<file path="src/design/jabs_pkg.sv">
// shared types and constants for the jump arc stepper
`default_nettype none
package jabs_pkg;
  localparam int POS_W = 32;
  localparam int DUR_W = 24;
  localparam int DELTA_W = 16;
  localparam int T_W = 17;
  localparam int WIDE_W = 36;
  localparam int TICK_RATE_DEF = 60;

  localparam logic [1:0] REG_DURATION = 2'd0;
  localparam logic [1:0] REG_MID_HEIGHT = 2'd1;
  localparam logic [1:0] REG_END_HEIGHT = 2'd2;

  typedef enum logic [3:0] {
    ST_IDLE, ST_DIV, ST_BUILD, ST_LERP, ST_LERP_WAIT, ST_SAT, ST_SPEED, ST_SPEED_WAIT,
    ST_OUT
  } state_t;

  typedef struct packed {
    logic start;
    logic busy;
    logic done;
  } unit_ctl_t;

  function automatic logic signed [POS_W-1:0] sat32(input logic signed [WIDE_W-1:0] v);
    logic signed [WIDE_W-1:0] hi;
    logic signed [WIDE_W-1:0] lo;
    hi = WIDE_W'(signed'(33'sh0_7FFF_FFFF));
    lo = -hi - WIDE_W'(1);
    if (v > hi) return hi[POS_W-1:0];
    if (v < lo) return lo[POS_W-1:0];
    return v[POS_W-1:0];
  endfunction
endpackage
`default_nettype wire

</file>
<file path="src/design/jabs_divider.sv">
// bit-serial restoring divider: t = (elapsed << 16) / duration, one quotient bit a cycle
`default_nettype none
module jabs_divider (
  input  wire logic clk,
  input  wire logic rst,
  input  wire logic start,
  input  wire logic [jabs_pkg::DUR_W-1:0] elapsed,
  input  wire logic [jabs_pkg::DUR_W-1:0] duration,
  output jabs_pkg::unit_ctl_t ctl,
  output logic [jabs_pkg::T_W-1:0] quot
);
  localparam int NUM_W = jabs_pkg::DUR_W + 16;
  localparam int CNT_W = $clog2(NUM_W + 1);
  logic [NUM_W-1:0] num;
  logic [jabs_pkg::DUR_W:0] rem;
  logic [CNT_W-1:0] cnt;
  logic busy;
  logic done;
  logic [jabs_pkg::DUR_W:0] trial;
  logic [jabs_pkg::DUR_W:0] shifted;

  assign shifted = {rem[jabs_pkg::DUR_W-1:0], num[NUM_W-1]};
  assign trial = shifted - {1'b0, duration};

  always_ff @(posedge clk) begin
    if (rst) begin
      busy <= 1'b0;
      done <= 1'b0;
      cnt <= '0;
    end else begin
      done <= 1'b0;
      if (start) begin
        busy <= 1'b1;
        cnt <= CNT_W'(NUM_W);
        num <= {elapsed, 16'd0};
        rem <= '0;
      end else if (busy) begin
        if (trial[jabs_pkg::DUR_W]) begin
          rem <= shifted;
          num <= {num[NUM_W-2:0], 1'b0};
        end else begin
          rem <= trial;
          num <= {num[NUM_W-2:0], 1'b1};
        end
        cnt <= cnt - CNT_W'(1);
        if (cnt == CNT_W'(1)) begin
          busy <= 1'b0;
          done <= 1'b1;
        end
      end
    end
  end

  assign quot = num[jabs_pkg::T_W-1:0];
  assign ctl = '{start: start, busy: busy, done: done};
endmodule
`default_nettype wire

</file>
<file path="src/design/jabs_serial_mul.sv">
// shift-add multiplier, one multiplier bit a cycle, product floored by a right shift
`default_nettype none
module jabs_serial_mul #(
  parameter int A_W = 36,
  parameter int B_W = 17,
  parameter int SHIFT = 16
) (
  input  wire logic clk,
  input  wire logic rst,
  input  wire logic start,
  input  wire logic signed [A_W-1:0] a,
  input  wire logic [B_W-1:0] b,
  output jabs_pkg::unit_ctl_t ctl,
  output logic signed [A_W-1:0] prod
);
  localparam int P_W = A_W + B_W;
  localparam int CNT_W = $clog2(B_W + 1);
  logic signed [P_W-1:0] acc;
  logic signed [P_W-1:0] mcand;
  logic [B_W-1:0] mplier;
  logic [CNT_W-1:0] cnt;
  logic busy;
  logic done;
  logic signed [P_W-1:0] shr;

  always_ff @(posedge clk) begin
    if (rst) begin
      busy <= 1'b0;
      done <= 1'b0;
      cnt <= '0;
    end else begin
      done <= 1'b0;
      if (start) begin
        busy <= 1'b1;
        cnt <= CNT_W'(B_W);
        acc <= '0;
        mcand <= P_W'(a);
        mplier <= b;
      end else if (busy) begin
        if (mplier[0]) acc <= acc + mcand;
        mcand <= mcand <<< 1;
        mplier <= mplier >> 1;
        cnt <= cnt - CNT_W'(1);
        if (cnt == CNT_W'(1)) begin
          busy <= 1'b0;
          done <= 1'b1;
        end
      end
    end
  end

  assign shr = acc >>> SHIFT;
  assign prod = shr[A_W-1:0];
  assign ctl = '{start: start, busy: busy, done: done};
endmodule
`default_nettype wire

</file>
<file path="src/design/jump_arc_cubic_bezier_stepper_core.sv">
// top level of the jump arc stepper
// A start item latches the start point and returns nothing; a tick item returns one result,
// built in order by a bit-serial divide for t (not run when the duration is zero), a step
// to build the control points, eighteen serial lerps (six per axis) on one shared 17-bit
// shift-add multiplier, a saturation step, two serial multiplies by the tick rate and an
// output step, which waits while a previous result is still stalled. Items are handled
// one at a time; the input stalls while busy.
`default_nettype none
module jump_arc_cubic_bezier_stepper_core #(
  parameter int TICK_RATE = jabs_pkg::TICK_RATE_DEF
) (
  input  wire logic clk,
  input  wire logic rst,
  input  wire logic in_valid,
  output logic in_stall,
  input  wire logic mode,
  input  wire logic [jabs_pkg::DELTA_W-1:0] delta,
  input  wire logic signed [jabs_pkg::POS_W-1:0] pos_x,
  input  wire logic signed [jabs_pkg::POS_W-1:0] pos_y,
  input  wire logic signed [jabs_pkg::POS_W-1:0] pos_z,
  input  wire logic cfg_valid,
  output logic cfg_ready,
  input  wire logic [1:0] cfg_index,
  input  wire logic [jabs_pkg::POS_W-1:0] cfg_data,
  output logic out_valid,
  input  wire logic out_stall,
  output logic signed [jabs_pkg::POS_W-1:0] cur_x,
  output logic signed [jabs_pkg::POS_W-1:0] cur_y,
  output logic signed [jabs_pkg::POS_W-1:0] cur_z,
  output logic signed [jabs_pkg::POS_W-1:0] speed_x,
  output logic signed [jabs_pkg::POS_W-1:0] speed_y,
  output logic finished
);
  localparam int W = jabs_pkg::WIDE_W;
  localparam int RATE_W = $clog2(TICK_RATE + 1);
  localparam int SW = W + RATE_W;
  localparam logic signed [SW-1:0] SPD_HI = SW'(33'sh0_7FFF_FFFF);
  localparam logic signed [SW-1:0] SPD_LO = -SPD_HI - SW'(1);

  jabs_pkg::state_t state, state_next;
  logic [jabs_pkg::DUR_W-1:0] duration;
  logic signed [jabs_pkg::POS_W-1:0] mid_h, end_h;
  logic signed [jabs_pkg::POS_W-1:0] start_x, start_y, start_z, prev_x, prev_y;
  logic [jabs_pkg::DUR_W-1:0] elapsed;
  logic signed [jabs_pkg::POS_W-1:0] tgt_x, tgt_y, tgt_z;
  logic [jabs_pkg::T_W-1:0] t;
  logic signed [W-1:0] pt [3][4];
  logic [1:0] axis;
  logic [2:0] step;
  logic signed [W-1:0] res [3];
  logic [0:0] spd;
  logic signed [jabs_pkg::POS_W-1:0] spd_r [2];

  logic in_acc;
  logic out_free;
  logic [jabs_pkg::DUR_W:0] sum;
  jabs_pkg::unit_ctl_t div_ctl, mul_ctl, rmul_ctl;
  logic [jabs_pkg::T_W-1:0] quot;
  logic signed [W-1:0] la, lb, lprod;
  logic signed [SW-1:0] rprod, rdiff;

  assign in_stall = (state != jabs_pkg::ST_IDLE);
  assign in_acc = in_valid && !in_stall;
  assign out_free = !(out_valid && out_stall);
  assign cfg_ready = (state == jabs_pkg::ST_IDLE);
  assign sum = {1'b0, elapsed} + (jabs_pkg::DUR_W + 1)'(delta);

  jabs_divider u_div (
    .clk(clk), .rst(rst), .start(state == jabs_pkg::ST_DIV && !div_ctl.busy && !div_ctl.done
      && duration != '0),
    .elapsed(elapsed), .duration(duration), .ctl(div_ctl), .quot(quot)
  );

  // lerp operands: level by step
  always_comb begin
    la = pt[axis][0];
    lb = pt[axis][1];
    case (step)
      3'd0: begin la = pt[axis][0]; lb = pt[axis][1]; end
      3'd1: begin la = pt[axis][1]; lb = pt[axis][2]; end
      3'd2: begin la = pt[axis][2]; lb = pt[axis][3]; end
      3'd3: begin la = pt[axis][0]; lb = pt[axis][1]; end
      3'd4: begin la = pt[axis][1]; lb = pt[axis][2]; end
      3'd5: begin la = pt[axis][0]; lb = pt[axis][1]; end
      default: ;
    endcase
  end

  jabs_serial_mul #(.A_W(W), .B_W(jabs_pkg::T_W), .SHIFT(16)) u_lerp (
    .clk(clk), .rst(rst), .start(state == jabs_pkg::ST_LERP), .a(lb - la), .b(t),
    .ctl(mul_ctl), .prod(lprod)
  );

  assign rdiff = spd[0] ? SW'(res[1]) - SW'(prev_y) : SW'(res[0]) - SW'(prev_x);

  jabs_serial_mul #(.A_W(SW), .B_W(RATE_W), .SHIFT(0)) u_rate (
    .clk(clk), .rst(rst), .start(state == jabs_pkg::ST_SPEED), .a(rdiff),
    .b(RATE_W'(TICK_RATE)), .ctl(rmul_ctl), .prod(rprod)
  );

  always_ff @(posedge clk) begin
    if (rst) begin
      state <= jabs_pkg::ST_IDLE;
      duration <= jabs_pkg::DUR_W'(65536);
      mid_h <= 32'sd131072;
      end_h <= 32'sd65536;
      start_x <= '0; start_y <= '0; start_z <= '0;
      prev_x <= '0; prev_y <= '0;
      elapsed <= '0;
      out_valid <= 1'b0;
    end else begin
      state <= state_next;
      if (cfg_valid && cfg_ready) begin
        case (cfg_index)
          jabs_pkg::REG_DURATION: duration <= cfg_data[jabs_pkg::DUR_W-1:0];
          jabs_pkg::REG_MID_HEIGHT: mid_h <= cfg_data;
          jabs_pkg::REG_END_HEIGHT: end_h <= cfg_data;
          default: ;
        endcase
      end
      if (state == jabs_pkg::ST_OUT && out_free) out_valid <= 1'b1;
      else if (out_valid && !out_stall) out_valid <= 1'b0;
      if (in_acc) begin
        if (!mode) begin
          start_x <= pos_x; start_y <= pos_y; start_z <= pos_z;
          prev_x <= pos_x; prev_y <= pos_y;
          elapsed <= '0;
        end else begin
          elapsed <= (sum < {1'b0, duration}) ? sum[jabs_pkg::DUR_W-1:0] : duration;
        end
      end
      if (state == jabs_pkg::ST_OUT && out_free) begin
        prev_x <= res[0][jabs_pkg::POS_W-1:0];
        prev_y <= res[1][jabs_pkg::POS_W-1:0];
      end
    end
  end

  always_ff @(posedge clk) begin
    if (in_acc) begin
      tgt_x <= pos_x; tgt_y <= pos_y; tgt_z <= pos_z;
      axis <= '0; step <= '0; spd <= '0;
    end
    case (state)
      jabs_pkg::ST_DIV: begin
        if (duration == '0) t <= jabs_pkg::T_W'(65536);
        else if (div_ctl.done) t <= quot;
      end
      jabs_pkg::ST_BUILD: begin
        pt[0][0] <= W'(start_x);
        pt[0][1] <= (W'(start_x) + W'(tgt_x)) >>> 1;
        pt[0][2] <= W'(tgt_x);
        pt[0][3] <= W'(tgt_x);
        pt[1][0] <= W'(start_y);
        pt[1][1] <= ((W'(start_y) + W'(tgt_y)) >>> 1) + W'(mid_h);
        pt[1][2] <= W'(tgt_y) + W'(end_h);
        pt[1][3] <= W'(tgt_y);
        pt[2][0] <= W'(start_z);
        pt[2][1] <= (W'(start_z) + W'(tgt_z)) >>> 1;
        pt[2][2] <= W'(tgt_z);
        pt[2][3] <= W'(tgt_z);
      end
      jabs_pkg::ST_LERP_WAIT: begin
        if (mul_ctl.done) begin
          case (step)
            3'd0, 3'd3, 3'd5: pt[axis][0] <= la + lprod;
            3'd1, 3'd4: pt[axis][1] <= la + lprod;
            3'd2: pt[axis][2] <= la + lprod;
            default: ;
          endcase
          if (step == 3'd5) begin
            res[axis] <= la + lprod;
            step <= '0;
            axis <= axis + 2'd1;
          end else begin
            step <= step + 3'd1;
          end
        end
      end
      jabs_pkg::ST_SAT: begin
        res[0] <= W'(jabs_pkg::sat32(res[0]));
        res[1] <= W'(jabs_pkg::sat32(res[1]));
        res[2] <= W'(jabs_pkg::sat32(res[2]));
      end
      jabs_pkg::ST_SPEED_WAIT: begin
        if (rmul_ctl.done) begin
          if (rprod > SPD_HI) spd_r[spd] <= SPD_HI[jabs_pkg::POS_W-1:0];
          else if (rprod < SPD_LO) spd_r[spd] <= SPD_LO[jabs_pkg::POS_W-1:0];
          else spd_r[spd] <= rprod[jabs_pkg::POS_W-1:0];
          spd <= spd + 1'b1;
        end
      end
      jabs_pkg::ST_OUT: begin
        if (out_free) begin
          cur_x <= res[0][jabs_pkg::POS_W-1:0];
          cur_y <= res[1][jabs_pkg::POS_W-1:0];
          cur_z <= res[2][jabs_pkg::POS_W-1:0];
          speed_x <= spd_r[0];
          speed_y <= spd_r[1];
          finished <= (elapsed == duration);
        end
      end
      default: ;
    endcase
  end

  always_comb begin
    state_next = state;
    case (state)
      jabs_pkg::ST_IDLE: if (in_acc && mode) state_next = jabs_pkg::ST_DIV;
      jabs_pkg::ST_DIV: if (duration == '0 || div_ctl.done) state_next = jabs_pkg::ST_BUILD;
      jabs_pkg::ST_BUILD: state_next = jabs_pkg::ST_LERP;
      jabs_pkg::ST_LERP: state_next = jabs_pkg::ST_LERP_WAIT;
      jabs_pkg::ST_LERP_WAIT: if (mul_ctl.done)
        state_next = (step == 3'd5 && axis == 2'd2) ? jabs_pkg::ST_SAT : jabs_pkg::ST_LERP;
      jabs_pkg::ST_SAT: state_next = jabs_pkg::ST_SPEED;
      jabs_pkg::ST_SPEED: state_next = jabs_pkg::ST_SPEED_WAIT;
      jabs_pkg::ST_SPEED_WAIT: if (rmul_ctl.done)
        state_next = spd[0] ? jabs_pkg::ST_OUT : jabs_pkg::ST_SPEED;
      jabs_pkg::ST_OUT: if (out_free) state_next = jabs_pkg::ST_IDLE;
      default: state_next = jabs_pkg::ST_IDLE;
    endcase
  end

  a_out_hold: assert property (@(posedge clk) disable iff (rst)
    out_valid && out_stall |=> out_valid && $stable(cur_x)) else $error("result dropped");
  a_busy_stall: assert property (@(posedge clk) disable iff (rst)
    state != jabs_pkg::ST_IDLE |-> in_stall) else $error("input taken while busy");
  a_elapsed_cap: assert property (@(posedge clk) disable iff (rst)
    state == jabs_pkg::ST_BUILD |-> elapsed <= duration) else $error("elapsed over duration");
endmodule
`default_nettype wire

</file>
<file path="config.mk">
export PLATFORM = sky130hd
export DESIGN_NAME = jump_arc_cubic_bezier_stepper_core
export DESIGN_NICKNAME = d
export VERILOG_FILES = /design/src/design/jabs_pkg.sv /design/src/design/jabs_divider.sv /design/src/design/jabs_serial_mul.sv /design/src/design/jump_arc_cubic_bezier_stepper_core.sv
export SDC_FILE = /design/constraint.sdc
export NUM_CORES = 2
export LEC_CHECK = 0
export ABC_AREA = 1
export ABC_CLOCK_PERIOD_IN_PS = 9100
export BUFFER_PORTS_ARGS = -buffer_cell sky130_fd_sc_hd__buf_2
export CAP_MARGIN = 20
export CORE_ASPECT_RATIO = 0.5
export CORE_MARGIN = 2
export CORE_UTILIZATION = 30
export CTS_CLUSTER_SIZE = 25
export DETAILED_ROUTE_END_ITERATION = 6
export GPL_TIMING_DRIVEN = 0
export HOLD_SLACK_MARGIN = 0.12
export PLACE_DENSITY_LB_ADDON = 0.15
export SLEW_MARGIN = 20
export SYNTH_ARGS = -nofsm -noshare
export SYNTH_HDL_FRONTEND = slang
export SYNTH_SLANG_ARGS = --single-unit
</file>
<file path="constraint.sdc">
create_clock -name clk -period 9.1 [get_ports clk]
set_clock_uncertainty 0.05 [all_clocks]
set_input_delay 0.91 -clock clk [delete_from_list [all_inputs] [get_ports clk]]
set_output_delay 0.91 -clock clk [all_outputs]
set_load 0.05 [all_outputs]
</file>
Yosys cells after proc, flatten, opt, wreduce, memory -nomap -nowiden
Memories as Yosys holds them, arrays and structs flattened. A register that Yosys moved wholly into a read port is not among the register bits.
Index checks and enable logic that the tools add are counted.
{ "totals": {"register_bits": 802, "mem_bits_rw": 604, "input_bits": 152, "out_inout_bits": 164, "elab_cells": 300, "n_memories": 3} }
{ "memory_table": {"columns": ["name", "words", "width", "read_ports", "rd_ports_with_merged_regs", "wr", "line_no", "source"], "rows": [
  ["pt", 3, 144, 1, 1, 3, "jump_arc_cubic_bezier_stepper_core.sv:47", "logic signed [W-1:0] pt [3][4];"],
  ["res", 3, 36, 3, 0, 3, "jump_arc_cubic_bezier_stepper_core.sv:50", "logic signed [W-1:0] res [3];"],
  ["spd_r", 2, 32, 2, 2, 1, "jump_arc_cubic_bezier_stepper_core.sv:52", "logic signed [jabs_pkg::POS_W-1:0] spd_r [2];"]
]} }
{ "classes": {"addsub": 19, "n_lt_le_gt_ge": 9, "eq_ne": 26, "muxes": 139, "bitwise_logic": 8, "n_reduce_logical": 53} }
{ "op_table": {"columns": ["operator", "count"], "rows": [
  ["32-bit 2-to-1 mux", 23],
  ["53-bit 2-to-1 mux", 4],
  ["48-bit 2-to-1 mux", 4],
  ["32-bit by 32-bit adder with 33-bit output", 5],
  ["144-bit 2-to-1 mux", 1],
  ["36-bit case mux with 2 select lines", 2],
  ["144-bit OR reduction", 1],
  ["36-bit by 32-bit greater-than comparator with 1-bit output (second input constant)", 3],
  ["36-bit by 32-bit less-than comparator with 1-bit output (second input constant)", 3],
  ["24-bit 2-to-1 mux", 4],
  ["40-bit 2-to-1 mux", 2],
  ["36-bit by 32-bit subtractor with 37-bit output", 2],
  ["1-bit 2-to-1 mux", 68],
  ["53-bit adder", 1],
  ["17-bit 2-to-1 mux", 3],
  ["48-bit adder", 1],
  ["42-bit by 32-bit greater-than comparator with 1-bit output (second input constant)", 1],
  ["42-bit by 32-bit less-than comparator with 1-bit output (second input constant)", 1],
  ["42-bit 2-to-1 mux", 1],
  ["36-bit adder", 1],
  ["36-bit 2-to-1 mux", 1],
  ["4-bit case mux with 9 select lines", 1],
  ["36-bit OR reduction", 1],
  ["36-bit subtractor", 1],
  ["other kinds (45)", 119]
]} }

Depth between registers and ports, before layout
An unclocked memory read counts as a cell.
{ "logic_depth": {"ltp_word": 10, "mapped_depth": 28, "ltp_nobuf": 24} }

Cells and area by module
Synthesis repeated with hierarchy kept, for this count alone.
{ "hier_totals": {"cells_unflattened": 11946, "area_unflattened_um2": 94979.8} }
{ "by_module_without_submodules": {"columns": ["module", "instances", "cells_per_inst", "area_each_um2", "seq_area_each_um2"], "rows": [
  ["jump_arc_cubic_bezier_stepper_core", 1, 8824, 73072.6, 35874.4],
  ["jabs_serial_mul at u_lerp", 1, 1393, 9745.6, 3773.6],
  ["jabs_serial_mul at u_rate", 1, 983, 6936.7, 2802.7],
  ["jabs_divider", 1, 746, 5225.0, 2082.0]
]} }

Least setup slack after synthesis
Ideal clock, no wire load.
{ "synth_timing": {"path_kind": "reg2reg", "startpoint": "register state[2]", "endpoint": "memory pt[3][100] (netlist bit), enable pin", "arrival_ns": 7.260, "required_ns": 8.621, "path_slack_ns": 1.360, "stages_incl_launch_ff": 6, "path_buffers": 0, "cell_sequence": "dfxtp_1 > nor2_1 > inv_1 > nor3_1 > a21oi_1 > nor2_1"} }
{ "synth_rtl": {"columns": ["item", "line_no", "source"], "rows": [
  ["start, declared", "jump_arc_cubic_bezier_stepper_core.sv:40", "jabs_pkg::state_t state, state_next;"],
  ["start signal, assigned", "jump_arc_cubic_bezier_stepper_core.sv:103", "state <= jabs_pkg::ST_IDLE;"],
  ["start signal, assigned", "jump_arc_cubic_bezier_stepper_core.sv:112", "state <= state_next;"],
  ["end, declared", "jump_arc_cubic_bezier_stepper_core.sv:47", null]
]} }

==> implementation parameters <==
Parameter                              Value

Clock network
  # H-tree levels ... 4
  Total number of clock tree sinks ... 1584
  Clock Latency Late Sink ... 900 ps
  Clock tree from TritonCTS ... built
  CTS max path bufs ... 4
  TritonCTS buffer count ... 171
  Setup fix buffers added after clock tree synthesis ... 0
  Cell at the root of the clock tree ... sky130_fd_sc_hd__clkbuf_16
  Clock transition time at the flip-flop clock pins of the worst setup and hold paths ... 70 ps
  Post-CTS Hold Buffers ... 0
  Cells resized by post-CTS repair ... 0

GRT
  Global-route usage over all layers ... 30.3%
  Largest net degree at the start of global routing ... 67
  Number of global-route vias before repair ... 79204
  First-pass GRT wire length ... 650000 microns
  Global-route congestion overflow total ... 0
  Antenna violations before repair ... 52

Die
  Number of standard-cell rows in the floorplan ... 143
  Die width ... 784 microns
  Die Outline Area ... 0.309 sq mm
  Io pins ... 316
  Core Area ... 0.303 sq mm
  Die Y-Extent ... 394 microns
  Initial core utilization ... 30.1%

Power
  Pwr/cell area ... 258 mW/mm^2
  Maximum vdd drop ... 0.161 mV
  Total power of the final layout ... 27100 uW
  NetSw ... 11300 uW
  Switching portion of total power ... 41.6%
  Clock power share ... 26.8%
  Standby leakage power ... 0.0429 uW
  Combinational fraction of design power ... 36.2%
  Fraction of power consumed by sequential logic ... 37.0%
  Internal Pwr Total ... 15800 uW

Final layout
  Nets ... 12313
  Total of fill cells in the finished design ... 32383
  Share of final-layout standard cells stronger than drive strength 1 ... 7.04%
  Area grow syn2layout ... 15.0%
  Final std cell area, no fill ... 0.105 sq mm
  Fraction of the core area covered by cells at the end of the flow ... 34.6%

Synthesis
  Most area-hungry cell type in the Yosys netlist ... sky130_fd_sc_hd__edfxtp_1
  Post-Syn Area ... 0.0913 sq mm
  #FFs+latches synth ... 1584
  Area share of the leading cell type in the synthesized netlist ... 42.1%
  Count of flip-flops with a built-in enable after synthesis ... 1281
  Post-synthesis async set-or-reset flop share ... 0%
  Yosys warning count ... 0
  Register area share after synthesis ... 48.8%
  Synth area leaders ... sky130_fd_sc_hd__edfxtp_1, sky130_fd_sc_hd__nand2_1, sky130_fd_sc_hd__dfxtp_1
  Most common flop cell mapped by yosys ... sky130_fd_sc_hd__edfxtp_1
  Post-synthesis cell count ... 11097
  Mean post-synth cell area ... 8.22 sq um
  Cell variety after synth ... 68

Detailed routing
  Sum of routed wire length over all layers ... 487000 microns
  1st-pass router iterations ... 7
  Via count of the routed design ... 85818
  DRC violation total after the first TritonRoute iteration ... 10577
  DR vias/cell ... 5.40
  Avg WL per Cell ... 30.6 microns
  Total DRC errors in the routed layout ... 2
  Remaining antenna violation count after routing ... 0

STA
  Final Cycle Share ... 97.9%
  Hold Fails Final Rpt ... 0
  Total negative slack for setup checks ... 0 ps
  Max Fclk ... 112 MHz
  Unrepaired setup endpoints after global routing ... false
  Max-slew headroom at the worst pin ... 6.60%
  Number of pins exceeding their max-slew limit in the final report ... 0
  Setup Viol. Count Final ... 0
  Worst Hold Slack ... 167 ps
  Final critical delay including setup and external delays ... 8910 ps
  Worst Tran Pin Value ... 1400 ps

Place
  Placed Area ... 0.0995 sq mm
  Count of port buffers added during placement ... 314
  Dpl hpwl ... 406000 microns
  Final GP Congestion ... 1.02

Status
  Failing checks ... DRC
  Outcome ... finished, violations left

Critical path
  Depth of the worst register-to-register path ... 24
  Data arrival time of the critical path ... 9610 ps
  Critical path data required time ... 9800 ps
  Category of the most critical setup path ... flop to flop
  Crit start category ... flop
  Setup crit end kind ... flop
  Crit-path max FO ... 10

Run
  Max Cap Viol ... 0

Min path
  Worst hold path class ... input pin to flop
  Worst hold path cell count ... 1
-- state kept, by name, indices dropped and copies added (netlist names), 40 cells and up --
register,flops
res,108
u_rate.acc,42
u_lerp.mcand,52
u_div.num,40
u_rate.mcand,42
spd_r,64
u_lerp.acc,52
pt,560
-- cells by family (layout without fill, tap and decap cells) --
| family | Yosys count | in the layout | share of synthesized area, % |
|---|---|---|---|
| simple gates | 4992 | 4992 | 22.1 |
| xor+xnor | 189 | 189 | 1.81 |
| compound gates | 2384 | 2384 | 14.5 |
| flops | 1584 | 1584 | 48.8 |
| buf+inv | 1469 | 2155 | 6.18 |
| fa+ha+maj | 478 | 478 | 6.66 |
| other cells | 1 | 47 | 0.00411 |
-- worst max-delay path: stages, from the launching register on --
cell and delay [ps]:
sky130_fd_sc_hd__dfxtp_1 310, sky130_fd_sc_hd__clkbuf_2 410, sky130_fd_sc_hd__inv_1 310, sky130_fd_sc_hd__buf_2 500, sky130_fd_sc_hd__clkbuf_1 630, sky130_fd_sc_hd__buf_1 900
sky130_fd_sc_hd__nand3_1 260, sky130_fd_sc_hd__nand2_1 220, sky130_fd_sc_hd__o21ai_0 340, sky130_fd_sc_hd__nor2_1 710, sky130_fd_sc_hd__inv_1 310, sky130_fd_sc_hd__fa_1 570
sky130_fd_sc_hd__nand2_1 110, sky130_fd_sc_hd__nand3_1 60, sky130_fd_sc_hd__o21ai_0 190, sky130_fd_sc_hd__o21ai_0 360, sky130_fd_sc_hd__nand2_1 130, sky130_fd_sc_hd__nand2_1 130
sky130_fd_sc_hd__nand2_1 110, sky130_fd_sc_hd__nand2_1 50, sky130_fd_sc_hd__nand2_1 60, sky130_fd_sc_hd__nand3_1 880, sky130_fd_sc_hd__nand2_1 890, sky130_fd_sc_hd__nand2_1 130
sky130_fd_sc_hd__nand2_1 90
-- routing by layer --
layer | up-vias | track usage (%) | part of all wire, %
met2 | 3738 | 45.5 | 42
met3 | 659 | 5.99 | 8.6
li1 | 38911 | - | -
met5 | - | 0 | 0.11
met4 | 18 | 11.7 | 4.6
met1 | 42492 | 42.9 | 44
-- power by group through the flow --
stage | Sequential, uW | Clock, uW | Combinational [uW]
floorplan | 9710 | 0 | 5510
global placement | 10300 | 0 | 9320
detailed placement | 10200 | 0 | 9610
CTS | 10000 | 7330 | 9650
global route | 10100 | 7600 | 10600
finish | 10100 | 7260 | 9820
-- through the flow --
step,std cells,setup slack [ps]
2_1_floorplan,11128,1360
3_3_place_gp,15502,-8370
3_5_place_dp,15569,872
4_1_cts,15873,879
5_1_grt,15877,552
6_report,15889,189
-- layout make-up --
| cell class | instances | area, sq um | area share, % |
|---|---|---|---|
| tap | 4060 | 5080 | 4.84 |
| clock inverter | 90 | 853 | 0.813 |
| inverter | 1059 | 3980 | 3.79 |
| clock buffer | 214 | 4610 | 4.39 |
| timing repair buffer | 382 | 2790 | 2.66 |
| buffer | 410 | 1690 | 1.61 |
| sequential | 1584 | 44500 | 42.4 |
| antenna | 15 | 37.5 | 0.0358 |
| multi-input combinational | 8075 | 41400 | 39.4 |
-- synth_stat cells, drive strengths merged (39+ instances only) --
library cell,instances
xor2,121
o211ai,40
dfxtp,303
o21a,39
o21bai,50
nor3,93
o21ai,905
inv,1056
nor2,1145
o22ai,66
a21oi,965
or2,39
nand3,513
clkbuf,330
ha,465
buf,80
a21o,57
nand2,3048
edfxtp,1281
nand4,65
xnor2,68
nand3b,46
a31oi,113
-- worst paths after layout --
check | from | endpoint | slack, ps
max | axis[1]$_DFF_P_ | pt[1][102]$_DFFE_PP_ | 190
min | pos_y[30] | tgt_y[30]$_DFFE_PP_ | 170
max reg2reg | axis[1]$_DFF_P_ | pt[1][102]$_DFFE_PP_ | 190
min reg2reg | spd_r[0][15]$_DFFE_PP_ | speed_x[15]$_DFFE_PP_ | 370
-- cell usage in the layout (no fill, tap or decap), types with 66 or more instances in the layout --
master / instances
sky130_fd_sc_hd__clkbuf_1: 340
sky130_fd_sc_hd__a31oi_1: 113
sky130_fd_sc_hd__buf_2: 374
sky130_fd_sc_hd__xnor2_1: 68
sky130_fd_sc_hd__edfxtp_1: 1281
sky130_fd_sc_hd__xor2_1: 121
sky130_fd_sc_hd__o21ai_0: 838
sky130_fd_sc_hd__nor2_1: 1128
sky130_fd_sc_hd__a21oi_1: 959
sky130_fd_sc_hd__ha_1: 465
sky130_fd_sc_hd__dfxtp_1: 303
sky130_fd_sc_hd__nor3_1: 85
sky130_fd_sc_hd__inv_1: 1036
sky130_fd_sc_hd__nand3_1: 511
sky130_fd_sc_hd__o21ai_1: 66
sky130_fd_sc_hd__nand2_1: 3038
sky130_fd_sc_hd__clkbuf_16: 176
Power figures use the tool's default switching activity.
